`src/sv/eraf_pkg.sv`:
```
// Package of the Ethernet receive address and type filter.
// Holds header positions, register indexes, the result type and the type check.
package eraf_pkg;

    localparam int MAX_TYPES       = 2;
    localparam int QUEUE_DEPTH_DEF = 4;
    localparam int CFG_IDX_W       = 3;
    localparam int CFG_DATA_W      = 48;

    // Header byte positions
    localparam logic [3:0] POS_SRC    = 4'd6;
    localparam logic [3:0] POS_TYPE   = 4'd12;
    localparam logic [3:0] POS_DECIDE = 4'd13;
    localparam logic [3:0] HDR_LEN    = 4'd14;

    typedef enum logic [CFG_IDX_W-1:0] {
        CFG_RX_ENABLE   = 3'd0,
        CFG_OWN_MAC     = 3'd1,
        CFG_TYPE_FIRST  = 3'd2,
        CFG_TYPE_SECOND = 3'd3,
        CFG_TYPE_COUNT  = 3'd4
    } t_cfg_idx;

    typedef struct packed {
        logic [7:0]  payload_byte;
        logic        payload_valid;
        logic [47:0] source_mac;
        logic [15:0] frame_type;
        logic        payload_last;
    } t_result;

    // Match a type against the first 'count' accepted types, capped by MAX_TYPES and two
    function automatic logic type_ok(input logic [15:0] t, input logic [1:0] count,
                                     input logic [15:0] first, input logic [15:0] second);
        logic [1:0] limit;
        limit = count;
        if (int'(limit) > MAX_TYPES) limit = 2'(MAX_TYPES);
        if (limit > 2'd2) limit = 2'd2;
        return ((limit >= 2'd1) && (t == first)) || ((limit >= 2'd2) && (t == second));
    endfunction

endpackage

```
`src/sv/eraf_if.sv`:
```
// Channel interfaces of the receive filter: byte input, result output, register writes.
// Depends on eraf_pkg for widths.
interface eraf_byte_if;
    logic       valid;
    logic       ready;
    logic [7:0] frame_byte;
    logic       frame_end;

    modport source (output valid, frame_byte, frame_end, input ready);
    modport sink   (input valid, frame_byte, frame_end, output ready);
endinterface

interface eraf_result_if;
    logic        valid;
    logic        ready;
    logic [7:0]  payload_byte;
    logic        payload_valid;
    logic [47:0] source_mac;
    logic [15:0] frame_type;
    logic        payload_last;

    modport source (output valid, payload_byte, payload_valid, source_mac, frame_type,
                    payload_last, input ready);
    modport sink   (input valid, payload_byte, payload_valid, source_mac, frame_type,
                    payload_last, output ready);
endinterface

interface eraf_cfg_if import eraf_pkg::*; ();
    logic                  valid;
    logic                  ready;
    logic [CFG_IDX_W-1:0]  reg_index;
    logic [CFG_DATA_W-1:0] wr_data;

    modport source (output valid, reg_index, wr_data, input ready);
    modport sink   (input valid, reg_index, wr_data, output ready);
endinterface

```
`src/sv/eraf_queue.sv`:
```
// Short result queue between the classifying front and the output stage.
// Depends on eraf_pkg for the result type.
module eraf_queue import eraf_pkg::*; #(
    parameter int DEPTH = QUEUE_DEPTH_DEF
) (
    input  logic    i_clk,
    input  logic    i_rst_n,
    input  logic    i_push,
    input  t_result i_push_data,
    output logic    o_full,
    input  logic    i_pop,
    output t_result o_head,
    output logic    o_empty
);
    localparam int PTR_W = (DEPTH > 1) ? $clog2(DEPTH) : 1;
    localparam int CNT_W = $clog2(DEPTH + 1);

    t_result    r_mem [DEPTH];
    logic [PTR_W-1:0] r_wr_ptr, n_wr_ptr;
    logic [PTR_W-1:0] r_rd_ptr, n_rd_ptr;
    logic [CNT_W-1:0] r_count,  n_count;

    assign o_full  = (r_count == CNT_W'(DEPTH));
    assign o_empty = (r_count == '0);
    assign o_head  = r_mem[r_rd_ptr];

    // Advance pointers with explicit wrap
    always_comb begin
        n_wr_ptr = r_wr_ptr;
        n_rd_ptr = r_rd_ptr;
        n_count  = r_count;
        if (i_push) begin
            n_wr_ptr = (r_wr_ptr == PTR_W'(DEPTH - 1)) ? '0 : r_wr_ptr + 1'b1;
        end
        if (i_pop) begin
            n_rd_ptr = (r_rd_ptr == PTR_W'(DEPTH - 1)) ? '0 : r_rd_ptr + 1'b1;
        end
        if (i_push && !i_pop) begin
            n_count = r_count + 1'b1;
        end else if (!i_push && i_pop) begin
            n_count = r_count - 1'b1;
        end
    end

    always_ff @(posedge i_clk) begin
        if (!i_rst_n) begin
            r_wr_ptr <= '0;
            r_rd_ptr <= '0;
            r_count  <= '0;
        end else begin
            r_wr_ptr <= n_wr_ptr;
            r_rd_ptr <= n_rd_ptr;
            r_count  <= n_count;
        end
    end

    // Store the pushed item
    always_ff @(posedge i_clk) begin
        if (i_push) begin
            r_mem[r_wr_ptr] <= i_push_data;
        end
    end

endmodule

```
`src/sv/eraf_front.sv`:
```
// Front of the receive filter: register writes, header tracking and frame decision.
// Depends on eraf_pkg and the channel interfaces; feeds results into eraf_queue.
module eraf_front import eraf_pkg::*; (
    input  logic    i_clk,
    input  logic    i_rst_n,
    eraf_byte_if.sink i_in,
    eraf_cfg_if.sink  i_cfg,
    input  logic    i_q_full,
    output logic    o_push,
    output t_result o_push_data
);
    logic        r_rx_enable;
    logic [47:0] r_own_mac;
    logic [15:0] r_type_first;
    logic [15:0] r_type_second;
    logic [1:0]  r_type_count;

    logic [3:0]  r_pos,     n_pos;
    logic        r_match,   n_match;
    logic        r_accept,  n_accept;
    logic [47:0] r_src,     n_src;
    logic [15:0] r_type,    n_type;

    logic        take;
    logic [7:0]  b;
    logic [7:0]  own_byte;
    logic [15:0] type_new;
    logic        decide_ok;

    assign i_cfg.ready = 1'b1;
    assign i_in.ready  = !i_q_full;
    assign take        = i_in.valid && !i_q_full;
    assign b           = i_in.frame_byte;
    assign type_new    = {r_type[7:0], b};
    assign decide_ok   = r_rx_enable && r_match &&
                         type_ok(type_new, r_type_count, r_type_first, r_type_second);

    // Write configuration registers; unknown indexes are ignored
    always_ff @(posedge i_clk) begin
        if (!i_rst_n) begin
            r_rx_enable   <= 1'b0;
            r_own_mac     <= '0;
            r_type_first  <= '0;
            r_type_second <= '0;
            r_type_count  <= '0;
        end else if (i_cfg.valid) begin
            case (t_cfg_idx'(i_cfg.reg_index))
                CFG_RX_ENABLE:   r_rx_enable   <= i_cfg.wr_data[0];
                CFG_OWN_MAC:     r_own_mac     <= i_cfg.wr_data[47:0];
                CFG_TYPE_FIRST:  r_type_first  <= i_cfg.wr_data[15:0];
                CFG_TYPE_SECOND: r_type_second <= i_cfg.wr_data[15:0];
                CFG_TYPE_COUNT:  r_type_count  <= i_cfg.wr_data[1:0];
                default: ;
            endcase
        end
    end

    // Pick the station address byte expected at this position
    always_comb begin
        case (r_pos)
            4'd0:    own_byte = r_own_mac[47:40];
            4'd1:    own_byte = r_own_mac[39:32];
            4'd2:    own_byte = r_own_mac[31:24];
            4'd3:    own_byte = r_own_mac[23:16];
            4'd4:    own_byte = r_own_mac[15:8];
            default: own_byte = r_own_mac[7:0];
        endcase
    end

    // Track the header and decide on the frame
    always_comb begin
        n_pos       = r_pos;
        n_match     = r_match;
        n_accept    = r_accept;
        n_src       = r_src;
        n_type      = r_type;
        o_push      = 1'b0;
        o_push_data = '{payload_byte: b, payload_valid: 1'b1, source_mac: r_src,
                        frame_type: r_type, payload_last: i_in.frame_end};
        if (take) begin
            if (r_pos < POS_SRC) begin
                if (own_byte != b) n_match = 1'b0;
            end else if (r_pos < POS_TYPE) begin
                n_src = {r_src[39:0], b};
            end else if (r_pos < HDR_LEN) begin
                n_type = type_new;
                if (r_pos == POS_DECIDE) begin
                    n_accept = decide_ok;
                    // Header-only frame: one notice without a byte
                    if (decide_ok && i_in.frame_end) begin
                        o_push = 1'b1;
                        o_push_data = '{payload_byte: 8'd0, payload_valid: 1'b0,
                                        source_mac: r_src, frame_type: type_new,
                                        payload_last: 1'b1};
                    end
                end
            end else if (r_accept) begin
                o_push = 1'b1;
            end
            if (i_in.frame_end) begin
                n_pos    = '0;
                n_match  = 1'b1;
                n_accept = 1'b0;
            end else if (r_pos < HDR_LEN) begin
                n_pos = r_pos + 1'b1;
            end
        end
    end

    always_ff @(posedge i_clk) begin
        if (!i_rst_n) begin
            r_pos    <= '0;
            r_match  <= 1'b1;
            r_accept <= 1'b0;
            r_src    <= '0;
            r_type   <= '0;
        end else begin
            r_pos    <= n_pos;
            r_match  <= n_match;
            r_accept <= n_accept;
            r_src    <= n_src;
            r_type   <= n_type;
        end
    end

endmodule

```
`src/sv/eraf_back.sv`:
```
// Back of the receive filter: output register fed from the result queue.
// Depends on eraf_pkg and the result interface.
module eraf_back import eraf_pkg::*; (
    input  logic    i_clk,
    input  logic    i_rst_n,
    input  logic    i_q_empty,
    input  t_result i_q_head,
    output logic    o_pop,
    eraf_result_if.source o_out
);
    logic    r_valid, n_valid;
    t_result r_data;

    // Refill the output register whenever it is empty or being taken
    assign o_pop = !i_q_empty && (!r_valid || o_out.ready);

    always_comb begin
        n_valid = r_valid;
        if (o_pop) begin
            n_valid = 1'b1;
        end else if (o_out.ready) begin
            n_valid = 1'b0;
        end
    end

    always_ff @(posedge i_clk) begin
        if (!i_rst_n) begin
            r_valid <= 1'b0;
        end else begin
            r_valid <= n_valid;
        end
    end

    always_ff @(posedge i_clk) begin
        if (o_pop) begin
            r_data <= i_q_head;
        end
    end

    assign o_out.valid         = r_valid;
    assign o_out.payload_byte  = r_data.payload_byte;
    assign o_out.payload_valid = r_data.payload_valid;
    assign o_out.source_mac    = r_data.source_mac;
    assign o_out.frame_type    = r_data.frame_type;
    assign o_out.payload_last  = r_data.payload_last;

endmodule

```
`src/sv/ethernet_rx_address_type_filter_core.sv`:
```
// Ethernet receive filter on destination address and EtherType.
// Usage:
//   i_in  : one frame byte per item, frame_end marks the final byte.
//   i_cfg : register writes (enable, station MAC, two types, type count), always
//           ready; must be written only while the block is idle (unenforced).
//   o_out : one result per payload byte of an accepted frame, tagged with
//           source MAC and type; a header-only accepted frame gives one
//           notice with payload_valid low and payload_last high.
// The first 14 bytes of each frame are the header and give no result;
// the decision is taken on the fourteenth byte, shorter frames are dropped.
// A payload byte is registered in the queue and then in the output register.
// Throughput: one byte per cycle while the queue is not full; the front
// decides combinationally and a short queue feeds the output register.
// When o_out stalls, the queue fills and i_in.ready drops once it is full.
// Reset (synchronous, active low) zeroes the control registers but the match
// flag (set), empties the queue, restarts the frame; no clearing pass needed.
// Depends on eraf_pkg, the channel interfaces, eraf_front, eraf_queue, eraf_back.
module ethernet_rx_address_type_filter_core import eraf_pkg::*; #(
    parameter int QUEUE_DEPTH = QUEUE_DEPTH_DEF
) (
    input  logic i_clk,
    input  logic i_rst_n,
    eraf_byte_if.sink     i_in,
    eraf_cfg_if.sink      i_cfg,
    eraf_result_if.source o_out
);
    logic    q_full;
    logic    q_empty;
    logic    push;
    logic    pop;
    t_result push_data;
    t_result q_head;

    eraf_front u_front (
        .i_clk       (i_clk),
        .i_rst_n     (i_rst_n),
        .i_in        (i_in),
        .i_cfg       (i_cfg),
        .i_q_full    (q_full),
        .o_push      (push),
        .o_push_data (push_data)
    );

    eraf_queue #(
        .DEPTH (QUEUE_DEPTH)
    ) u_queue (
        .i_clk       (i_clk),
        .i_rst_n     (i_rst_n),
        .i_push      (push),
        .i_push_data (push_data),
        .o_full      (q_full),
        .i_pop       (pop),
        .o_head      (q_head),
        .o_empty     (q_empty)
    );

    eraf_back u_back (
        .i_clk     (i_clk),
        .i_rst_n   (i_rst_n),
        .i_q_empty (q_empty),
        .i_q_head  (q_head),
        .o_pop     (pop),
        .o_out     (o_out)
    );

endmodule

```
`src/flat_wrapper.sv`:
```
// flat-port wrapper written by rule: the top's interface ports become plain ports
module ethernet_rx_address_type_filter_core_flat import eraf_pkg::*;
#(
    parameter int QUEUE_DEPTH = QUEUE_DEPTH_DEF
)
  (i_clk, i_rst_n, i_in_valid, i_in_frame_byte, i_in_frame_end, i_in_ready, i_cfg_valid, i_cfg_reg_index, i_cfg_wr_data, i_cfg_ready, o_out_valid, o_out_payload_byte, o_out_payload_valid, o_out_source_mac, o_out_frame_type, o_out_payload_last, o_out_ready);
  eraf_byte_if i_in_i ();
  eraf_cfg_if i_cfg_i ();
  eraf_result_if o_out_i ();
  input  logic i_clk;
  input  logic i_rst_n;
  input wire logic [$bits(i_in_i.valid)-1:0] i_in_valid;
  input wire logic [$bits(i_in_i.frame_byte)-1:0] i_in_frame_byte;
  input wire logic [$bits(i_in_i.frame_end)-1:0] i_in_frame_end;
  output wire logic [$bits(i_in_i.ready)-1:0] i_in_ready;
  input wire logic [$bits(i_cfg_i.valid)-1:0] i_cfg_valid;
  input wire logic [$bits(i_cfg_i.reg_index)-1:0] i_cfg_reg_index;
  input wire logic [$bits(i_cfg_i.wr_data)-1:0] i_cfg_wr_data;
  output wire logic [$bits(i_cfg_i.ready)-1:0] i_cfg_ready;
  output wire logic [$bits(o_out_i.valid)-1:0] o_out_valid;
  output wire logic [$bits(o_out_i.payload_byte)-1:0] o_out_payload_byte;
  output wire logic [$bits(o_out_i.payload_valid)-1:0] o_out_payload_valid;
  output wire logic [$bits(o_out_i.source_mac)-1:0] o_out_source_mac;
  output wire logic [$bits(o_out_i.frame_type)-1:0] o_out_frame_type;
  output wire logic [$bits(o_out_i.payload_last)-1:0] o_out_payload_last;
  input wire logic [$bits(o_out_i.ready)-1:0] o_out_ready;
  assign i_in_i.valid = i_in_valid;
  assign i_in_i.frame_byte = i_in_frame_byte;
  assign i_in_i.frame_end = i_in_frame_end;
  assign i_in_ready = i_in_i.ready;
  assign i_cfg_i.valid = i_cfg_valid;
  assign i_cfg_i.reg_index = i_cfg_reg_index;
  assign i_cfg_i.wr_data = i_cfg_wr_data;
  assign i_cfg_ready = i_cfg_i.ready;
  assign o_out_valid = o_out_i.valid;
  assign o_out_payload_byte = o_out_i.payload_byte;
  assign o_out_payload_valid = o_out_i.payload_valid;
  assign o_out_source_mac = o_out_i.source_mac;
  assign o_out_frame_type = o_out_i.frame_type;
  assign o_out_payload_last = o_out_i.payload_last;
  assign o_out_i.ready = o_out_ready;
  ethernet_rx_address_type_filter_core #(.QUEUE_DEPTH(QUEUE_DEPTH)) u_core (.i_clk(i_clk), .i_rst_n(i_rst_n), .i_in(i_in_i), .i_cfg(i_cfg_i), .o_out(o_out_i));
endmodule
```
`config.mk`:
```
export PLATFORM = sky130hd
export DESIGN_NAME = ethernet_rx_address_type_filter_core_flat
export DESIGN_NICKNAME = d
export VERILOG_FILES = /design/src/sv/eraf_pkg.sv /design/src/sv/eraf_if.sv /design/src/sv/eraf_queue.sv /design/src/sv/eraf_front.sv /design/src/sv/eraf_back.sv /design/src/sv/ethernet_rx_address_type_filter_core.sv /design/src/flat_wrapper.sv
export SDC_FILE = /design/constraint.sdc
export NUM_CORES = 1
export LEC_CHECK = 0
export BUFFER_PORTS_ARGS = -buffer_cell sky130_fd_sc_hd__buf_4
export CORE_UTILIZATION = 37
export DETAILED_ROUTE_END_ITERATION = 8
export PLACE_DENSITY = 0.59
export SYNTH_ARGS = -nofsm -noshare
export SYNTH_HDL_FRONTEND = slang
export SYNTH_SLANG_ARGS = --single-unit
```
`constraint.sdc`:
```
create_clock -name i_clk -period 7.29 [get_ports i_clk]
set_input_delay 0.729 -clock i_clk [delete_from_list [all_inputs] [get_ports i_clk]]
set_output_delay 0.729 -clock i_clk [all_outputs]
set_load 0.1 [all_outputs]
```
# Word level (Yosys, flattened, before mapping)

Memories as Yosys holds them, arrays and structs flattened. A register that Yosys moved wholly into a read port is not among the register bits.
Cells that the tools add are included.

Bitwise gates (word level): 2
Magnitude comparators: 7
Add/sub/neg operators: 5
Reduce and logical (&&, ||, !) cells: 35
Eq/ne operators: 17
Multiplexer cells: 34

Operator list:

| cell                | count |
|---|---|
| $mux 74             | 6 |
| $pmux 8 s5          | 1 |
| $eq 16x16->1        | 2 |
| $mux 1              | 19 |
| $reduce_and 2->1    | 6 |
| $reduce_bool 2->1   | 6 |
| $logic_and 1x1->1   | 9 |
| $eq 4x2->1 const B  | 2 |
| $lt 4x4->1 const B  | 2 |
| $mux 2              | 4 |
| $mux 4              | 2 |
| $ne 8x8->1          | 1 |
| $eq 3x2->1 const B  | 2 |
| $eq 3x3->1 const B  | 2 |
| $logic_not 3->1     | 2 |
| $mux 3              | 2 |
| $reduce_and 3->1    | 2 |
| $logic_not 1->1     | 5 |
| $reduce_and 5->1    | 1 |
| $add 2x1->2 const B | 2 |
| $add 4x1->4 const B | 1 |
| $eq 2x2->1 const B  | 2 |
| $eq 4x1->1 const B  | 1 |
| $eq 4x3->1 const B  | 1 |
| 13 further kinds    | 17 |

Register bits after elaboration: 161
Memories: 1
Output and inout bits: 77
RAM bits: 296

Memories:

| memory               | depth | width | read ports | clocked after Yosys merged registers in | write ports | line             | text |
|---|---|---|---|---|---|---|---|
| u_core.u_queue.r_mem | 4     | 74    | 1          | 1                                       | 1           | eraf_queue.sv:18 | `t_result r_mem [DEPTH];` |

# Depth between registers and ports, before layout

Depth in word-level cells: 19
Mapped depth: 14

# By module

Synthesis repeated with hierarchy kept, for this count alone.

Cell total of the unflattened synthesis: 1383
Area total of the unflattened synthesis: 20537.2 sq um

Modules (own cells, without submodules):

| module     | sequential area each (sq um) | cells an instance | area an instance (sq um) | instances |
|---|---|---|---|---|
| eraf_queue | 9068.7                       | 430               | 11138.2                  | 1 |
| eraf_front | 3062.9                       | 875               | 7133.1                   | 1 |
| eraf_back  | 2242.2                       | 78                | 2265.9                   | 1 |

# Least setup slack after synthesis

Ideal clock, no wire load.

Kind: input to register
Start: input port o_out_ready
End: register u_core.u_queue.r_count[2]
Path buffers: 0
Library setup time: 0.076 ns
Arrival: 6.064 ns
Slack: 1.150 ns
Stages: 9
Cell sequence: inv_1 a21oi_1 inv_1 ha_1 inv_1 fa_1 xor2_1 or3_1 a21boi_0

Longest elaborated chain between the ends: 5
Elaborated cells on any way between the ends: 7

Ends and longest elaborated chain:

| what                                        | line                                       | text |
|---|---|---|
| start, declared                             | flat_wrapper.sv:26                         | `input wire logic [$bits(o_out_i.ready)-1:0] o_out_ready;` |
| $logic_or 1x1->1 *                          | eraf_back.sv:15                            | `assign o_pop = !i_q_empty && (!r_valid \|\| o_out.ready);` |
| $logic_and 1x1->1 *                         | eraf_back.sv:15                            |  |
| named net u_core.pop                        | ethernet_rx_address_type_filter_core.sv:30 | `logic pop;` |
| $logic_not 1->1                             | eraf_queue.sv:38                           | `if (i_push && !i_pop) begin` |
| $logic_and 1x1->1                           | eraf_queue.sv:38                           |  |
| $mux 3 or $reduce_bool 2->1 (tied branches) | -                                          |  |
| end signal, assigned                        | eraf_queue.sv:53                           | `r_count <= n_count;` |
| end, declared                               | eraf_queue.sv:21                           | `logic [CNT_W-1:0] r_count, n_count;` |

The timed path passes the listed nets; every way through them passes the cells marked *.
A chain may end at the register's enable or synchronous reset.

# Worst setup path after layout

Start: register u_core.u_queue.r_count[0]
End: memory u_core.u_queue.r_mem[0][10] in the netlist's numbering (enable)

Longest elaborated chain between the ends: 6

Ends and longest elaborated chain:

| what                         | line             | text |
|---|---|---|
| $eq 3x3->1                   | eraf_queue.sv:23 | `assign o_full = (r_count == CNT_W'(DEPTH));` |
| $logic_not 1->1              | eraf_front.sv:32 | `assign take = i_in.valid && !i_q_full;` |
| $logic_and 1x1->1            | eraf_front.sv:32 |  |
| $mux 1                       | eraf_front.sv:80 | `if (take) begin` |
| $mux 1                       | eraf_queue.sv:59 | `if (i_push) begin` |
| $mux 1 (implied by the code) | eraf_queue.sv:60 | `r_mem[r_wr_ptr] <= i_push_data;` |
| end, declared                | eraf_queue.sv:18 |  |

Every way passes these cells.

==> report_table.html <==
<table>
<tr><th>Metric</th><th>Value</th></tr>
<tr><th colspan="2">Outcome</th></tr>
<tr><td>Outcome</td><td>finished clean</td></tr>
<tr><th colspan="2">Clocking</th></tr>
<tr><td>CTS root buf</td><td>sky130_fd_sc_hd__clkbuf_16</td></tr>
<tr><td>Cts bufs inserted</td><td>54</td></tr>
<tr><td>Skew-Pair Late Insertion Delay</td><td>0.59 ns</td></tr>
<tr><td>Hold-fix buffers, CTS</td><td>0</td></tr>
<tr><td># clock sinks</td><td>531</td></tr>
<tr><td>TritonCTS clock tree</td><td>yes</td></tr>
<tr><td>Number of H-tree branching levels</td><td>2</td></tr>
<tr><td>Buffer depth of the longest clock path</td><td>3</td></tr>
<tr><td>Post-CTS Repair Setup Buffers</td><td>0</td></tr>
<tr><td>Clock slew at the register clock pins of the worst setup and hold paths</td><td>0.06 ns</td></tr>
<tr><td>Resized cells post-CTS</td><td>0</td></tr>
<tr><th colspan="2">Detailed routing</th></tr>
<tr><td>Wire length per cell</td><td>19.6 µm</td></tr>
<tr><td>Number of routed nets with antenna violations</td><td>0</td></tr>
<tr><td>Final routed wirelength across all metal layers</td><td>44200 µm</td></tr>
<tr><td>Violation count after the first detailed-route iteration</td><td>716</td></tr>
<tr><td>Number of vias in the routed layout</td><td>11342</td></tr>
<tr><td>Vias per inst</td><td>5.03</td></tr>
<tr><td>Iteration count of the initial detailed-routing pass</td><td>5</td></tr>
<tr><td>Post-route DRC violation count</td><td>0</td></tr>
<tr><th colspan="2">Global route</th></tr>
<tr><td>Remaining global-route overflow</td><td>0</td></tr>
<tr><td>All-layer global routing usage</td><td>16.1%</td></tr>
<tr><td>Via count of the first global-routing pass</td><td>11590</td></tr>
<tr><td>Initial antenna violation count</td><td>0</td></tr>
<tr><td>Maximum number of pins on one net before global-route repair</td><td>96</td></tr>
<tr><td>First-pass GRT wire length</td><td>69200 µm</td></tr>
<tr><th colspan="2">Synth</th></tr>
<tr><td>Ys flop type</td><td>sky130_fd_sc_hd__edfxtp_1</td></tr>
<tr><td>Post-synthesis net count</td><td>1468</td></tr>
<tr><td>Post-synthesis sequential element count</td><td>531</td></tr>
<tr><td>Post-synthesis share of cell area spent on full adders, half adders and majority gates</td><td>0.712%</td></tr>
<tr><td>Largest cells by area after synthesis</td><td>sky130_fd_sc_hd__edfxtp_1 54%, sky130_fd_sc_hd__dfxtp_1 16%, sky130_fd_sc_hd__mux4_2 8.2%</td></tr>
<tr><td>Cell area after synthesis</td><td>0.0204 mm²</td></tr>
<tr><td>Count of unique library cells instantiated by Yosys</td><td>58</td></tr>
<tr><td>Post-synthesis share of cell area spent on and, or, nand and nor gates</td><td>8.33%</td></tr>
<tr><td>Top cell type by total area after synthesis</td><td>sky130_fd_sc_hd__edfxtp_1</td></tr>
<tr><td>Number of synthesized flops with an enable pin</td><td>370</td></tr>
<tr><td>Mean post-synth cell area</td><td>14.7 µm²</td></tr>
<tr><td>Multiplexer fraction of the synthesized cell area</td><td>9.35%</td></tr>
<tr><td>Sequential fraction of the synthesis area</td><td>70.3%</td></tr>
<tr><td>Number of warning messages in the yosys log</td><td>0</td></tr>
<tr><td>Share of synthesized flip-flops with an asynchronous set or reset</td><td>0%</td></tr>
<tr><td>Synthesized instance count</td><td>1392</td></tr>
<tr><td>Share of the synthesized area in the top cell type</td><td>54.5%</td></tr>
<tr><td>Post-synthesis compound-gate area fraction</td><td>7.74%</td></tr>
<tr><td>Main combinational cell family by area after synthesis</td><td>multiplexers</td></tr>
<tr><td>Parity-gate share of the synthesized area counting xor and xnor cells</td><td>1.50%</td></tr>
<tr><th colspan="2">Place</th></tr>
<tr><td>Placer Congestion</td><td>0.821</td></tr>
<tr><td>Count of buffers inserted at the top-level ports</td><td>140</td></tr>
<tr><td>Half-perimeter wire length of the detailed placement result</td><td>27700 µm</td></tr>
<tr><th colspan="2">Worst setup path</th></tr>
<tr><td>Endpoint type of the worst setup path</td><td>flop</td></tr>
<tr><td>Endpoint arrival time on the critical path</td><td>4.54 ns</td></tr>
<tr><td>Launching element type of the critical path</td><td>flop</td></tr>
<tr><td>Crit path max fanout</td><td>38</td></tr>
<tr><td>Critical path data required time</td><td>7.52 ns</td></tr>
<tr><td>WS Path Type</td><td>reg -&gt; reg</td></tr>
<tr><th colspan="2">STA</th></tr>
<tr><td>Worst slew margin relative to its limit</td><td>27.2%</td></tr>
<tr><td>Final setup violation count</td><td>0</td></tr>
<tr><td>Fraction of the cycle the final worst path needs</td><td>59.2%</td></tr>
<tr><td>Slew at the pin closest to its max-slew limit</td><td>1.09 ns</td></tr>
<tr><td>Clk_skew</td><td>0.00934 ns</td></tr>
<tr><td>Period minus WS final</td><td>4.31 ns</td></tr>
<tr><td>Final Hold Vio Count</td><td>0</td></tr>
<tr><td>Setup TNS</td><td>0 ns</td></tr>
<tr><td>Max Clock Freq</td><td>232 MHz</td></tr>
<tr><td>Final max-slew violation count</td><td>0</td></tr>
<tr><td>Unrepaired setup endpoints after global routing</td><td>no</td></tr>
<tr><th colspan="2">Power and ir drop</th></tr>
<tr><td>Maximum vdd drop</td><td>260 µV</td></tr>
<tr><td>Power share of the clock group</td><td>31.9%</td></tr>
<tr><td>Static Leak</td><td>8.03 nW</td></tr>
<tr><td>Proportion of total power due to net switching</td><td>35.3%</td></tr>
<tr><td>Overall power</td><td>8.96 mW</td></tr>
<tr><td>PD cells</td><td>375 mW/mm²</td></tr>
<tr><td>Flop pwr share</td><td>41.0%</td></tr>
<tr><td>Internal Power</td><td>5.80 mW</td></tr>
<tr><td>Combinational Power Share</td><td>27.1%</td></tr>
<tr><td>Switching component of the power</td><td>3.16 mW</td></tr>
<tr><th colspan="2">Floorplanning</th></tr>
<tr><td>Chip Width</td><td>237 µm</td></tr>
<tr><td>Number of I/O pins</td><td>142</td></tr>
<tr><td>Core Rows</td><td>85</td></tr>
<tr><td>Die Height</td><td>237 µm</td></tr>
<tr><td>Core region area</td><td>0.0541 mm²</td></tr>
<tr><td>Floorplan die area</td><td>0.0561 mm²</td></tr>
<tr><td>Initial cell density of the core</td><td>37.7%</td></tr>
<tr><th colspan="2">Final layout</th></tr>
<tr><td>Post-layout util</td><td>44.2%</td></tr>
<tr><td>Ant. Diodes</td><td>0</td></tr>
<tr><td>Count of nets after finishing</td><td>1590</td></tr>
<tr><td>Fraction of layout cells with a size suffix above 1</td><td>21.5%</td></tr>
<tr><td>Layout overhead on the synthesized area</td><td>17.3%</td></tr>
<tr><td>Filler instances</td><td>4827</td></tr>
<tr><th colspan="2">Flow run</th></tr>
<tr><td>MaxCap Viol Count</td><td>0</td></tr>
<tr><th colspan="2">Worst hold path</th></tr>
<tr><td>HP Class</td><td>in -&gt; reg</td></tr>
</table>
==> synthesized netlist by cell type (11+ instances only) <==
library cell                 n
sky130_fd_sc_hd__buf_2      15
sky130_fd_sc_hd__nor2_1     18
sky130_fd_sc_hd__nand2_1   312
sky130_fd_sc_hd__edfxtp_1  370
sky130_fd_sc_hd__mux2_1     11
sky130_fd_sc_hd__xnor2_1    26
sky130_fd_sc_hd__dfxtp_1   161
sky130_fd_sc_hd__clkbuf_1   60
sky130_fd_sc_hd__a21boi_0  149
sky130_fd_sc_hd__a21oi_1    14
sky130_fd_sc_hd__mux4_2     74
sky130_fd_sc_hd__inv_1      16
sky130_fd_sc_hd__nor2b_1    11
sky130_fd_sc_hd__a22oi_1    12
==> layout make-up <==
class / instances / area, µm² / area share, %
Tap cell: 696 / 871 / 3.64
Clock buffer: 68 / 1410 / 5.90
Timing Repair Buffer: 152 / 1140 / 4.77
Inverter: 16 / 60.1 / 0.251
Multi-Input combinational cell: 759 / 5670 / 23.7
Sequential cell: 531 / 14300 / 60.0
Clock inverter: 33 / 428 / 1.79
==> path summary, 6_finish.rpt <==
| kind | to | depth (start not counted) | slack (ns) | start |
|---|---|---|---|---|
| setup / recovery | u_core.u_queue.r_mem[0][10]$_DFFE_PP_ | 8 | 2.98 | u_core.u_queue.r_count[0]$_SDFFE_PN0P_ |
| hold / removal | u_core.u_front.r_own_mac[26]$_SDFFE_PN0P_ | 3 | 0.40 | i_cfg_wr_data[26] |
| setup reg to reg | u_core.u_queue.r_mem[0][10]$_DFFE_PP_ | 8 | 2.98 | u_core.u_queue.r_count[0]$_SDFFE_PN0P_ |
| hold reg to reg | u_core.u_front.r_type[13]$_SDFFE_PN0P_ | 2 | 0.46 | u_core.u_front.r_type[13]$_SDFFE_PN0P_ |
==> power groups by stage <==
stage                     clock network, mW  registers [mW]  logic (mW)
after floorplan                           0            5.05       0.609
after global placement                    0            3.74        2.46
after detailed placement                  0            3.74        2.47
after CTS                              2.93            3.68        2.47
after global routing                   3.05            3.70        2.53
final                                  2.85            3.67        2.43
==> cell families after synthesis <==
group           count (synthesis)
flops                         531
simple gates                  401
compound gates                215
buf+inv                       102
mux                            96
xor+xnor                       35
fa+ha+maj                      11
other cells                     1
==> worst max-delay path: stages, from the launching register on <==
cell                      delay (ns)
sky130_fd_sc_hd__dfxtp_1        0.41
sky130_fd_sc_hd__nor2_1         0.09
sky130_fd_sc_hd__nand2_2        0.11
sky130_fd_sc_hd__nand2_2        0.09
sky130_fd_sc_hd__or3_1          0.67
sky130_fd_sc_hd__nor3_4         0.99
sky130_fd_sc_hd__or2_1          0.35
sky130_fd_sc_hd__and2_4         0.57
sky130_fd_sc_hd__buf_4          0.59
==> through the flow <==
stage	hold slack, ns	cell area, µm²	instances	setup WS, ns
5_1_grt	0.372	23900	2255	2.65
3_3_place_gp	0.447	22100	2154	2.71
2_1_floorplan	0.439	20400	1392	1.15
6_report	0.396	23900	2255	2.98
3_5_place_dp	0.459	22100	2154	2.67
4_1_cts	0.358	23900	2255	2.88
==> routing by layer <==
metal  wire (µm)  vias to the layer above  global-route usage (%)
li1            -                     5353                       -
met1       19700                     5649                    21.8
met2       21300                      269                    26.3
met3        2370                       71                    3.52
met4         843                        0                    3.90
met5           0                        -                       0
==> registers in the layout (all words and copies together) (netlist names) <==
name                               cells
u_core.u_queue.r_mem                 296
u_core.u_front.r_rx_enable             1
u_core.u_front.r_pos                   4
u_core.u_back.o_out.source_mac        48
u_core.u_back.o_out.payload_byte       8
u_core.u_front.r_match                 1
u_core.u_back.o_out.valid              1
u_core.u_front.r_accept                1
u_core.u_back.o_out.payload_valid      1
u_core.u_back.o_out.frame_type        16
u_core.u_queue.r_rd_ptr                2
u_core.u_front.r_own_mac              48
u_core.u_front.r_type                 16
u_core.u_front.r_type_count            2
u_core.u_back.o_out.payload_last       1
u_core.u_front.r_type_second          16
u_core.u_queue.r_wr_ptr                2
u_core.u_front.r_type_first           16
u_core.u_queue.r_count                 3
u_core.u_front.r_src                  48
==> cell usage in the layout, fill, tap and decap left out, drive strengths merged, types with 5 or more instances in the layout <==
cell type and instances:
mux4 74, nand2 314, clkinv 19, buf 152, nand3 7, a21oi 14, mux2 16, a21boi 149
and2 6, nor2b 11, xnor2 26, xor2 9, a22oi 12, o21ai 10, nand4 7, bufinv 9
and3 5, edfxtp 370, clkbuf 68, nor3 10, dfxtp 161, nor2 18, a22o 5, inv 18
ha 10, mux2i 6
No activity file was read; power rests on OpenSTA's default activity.
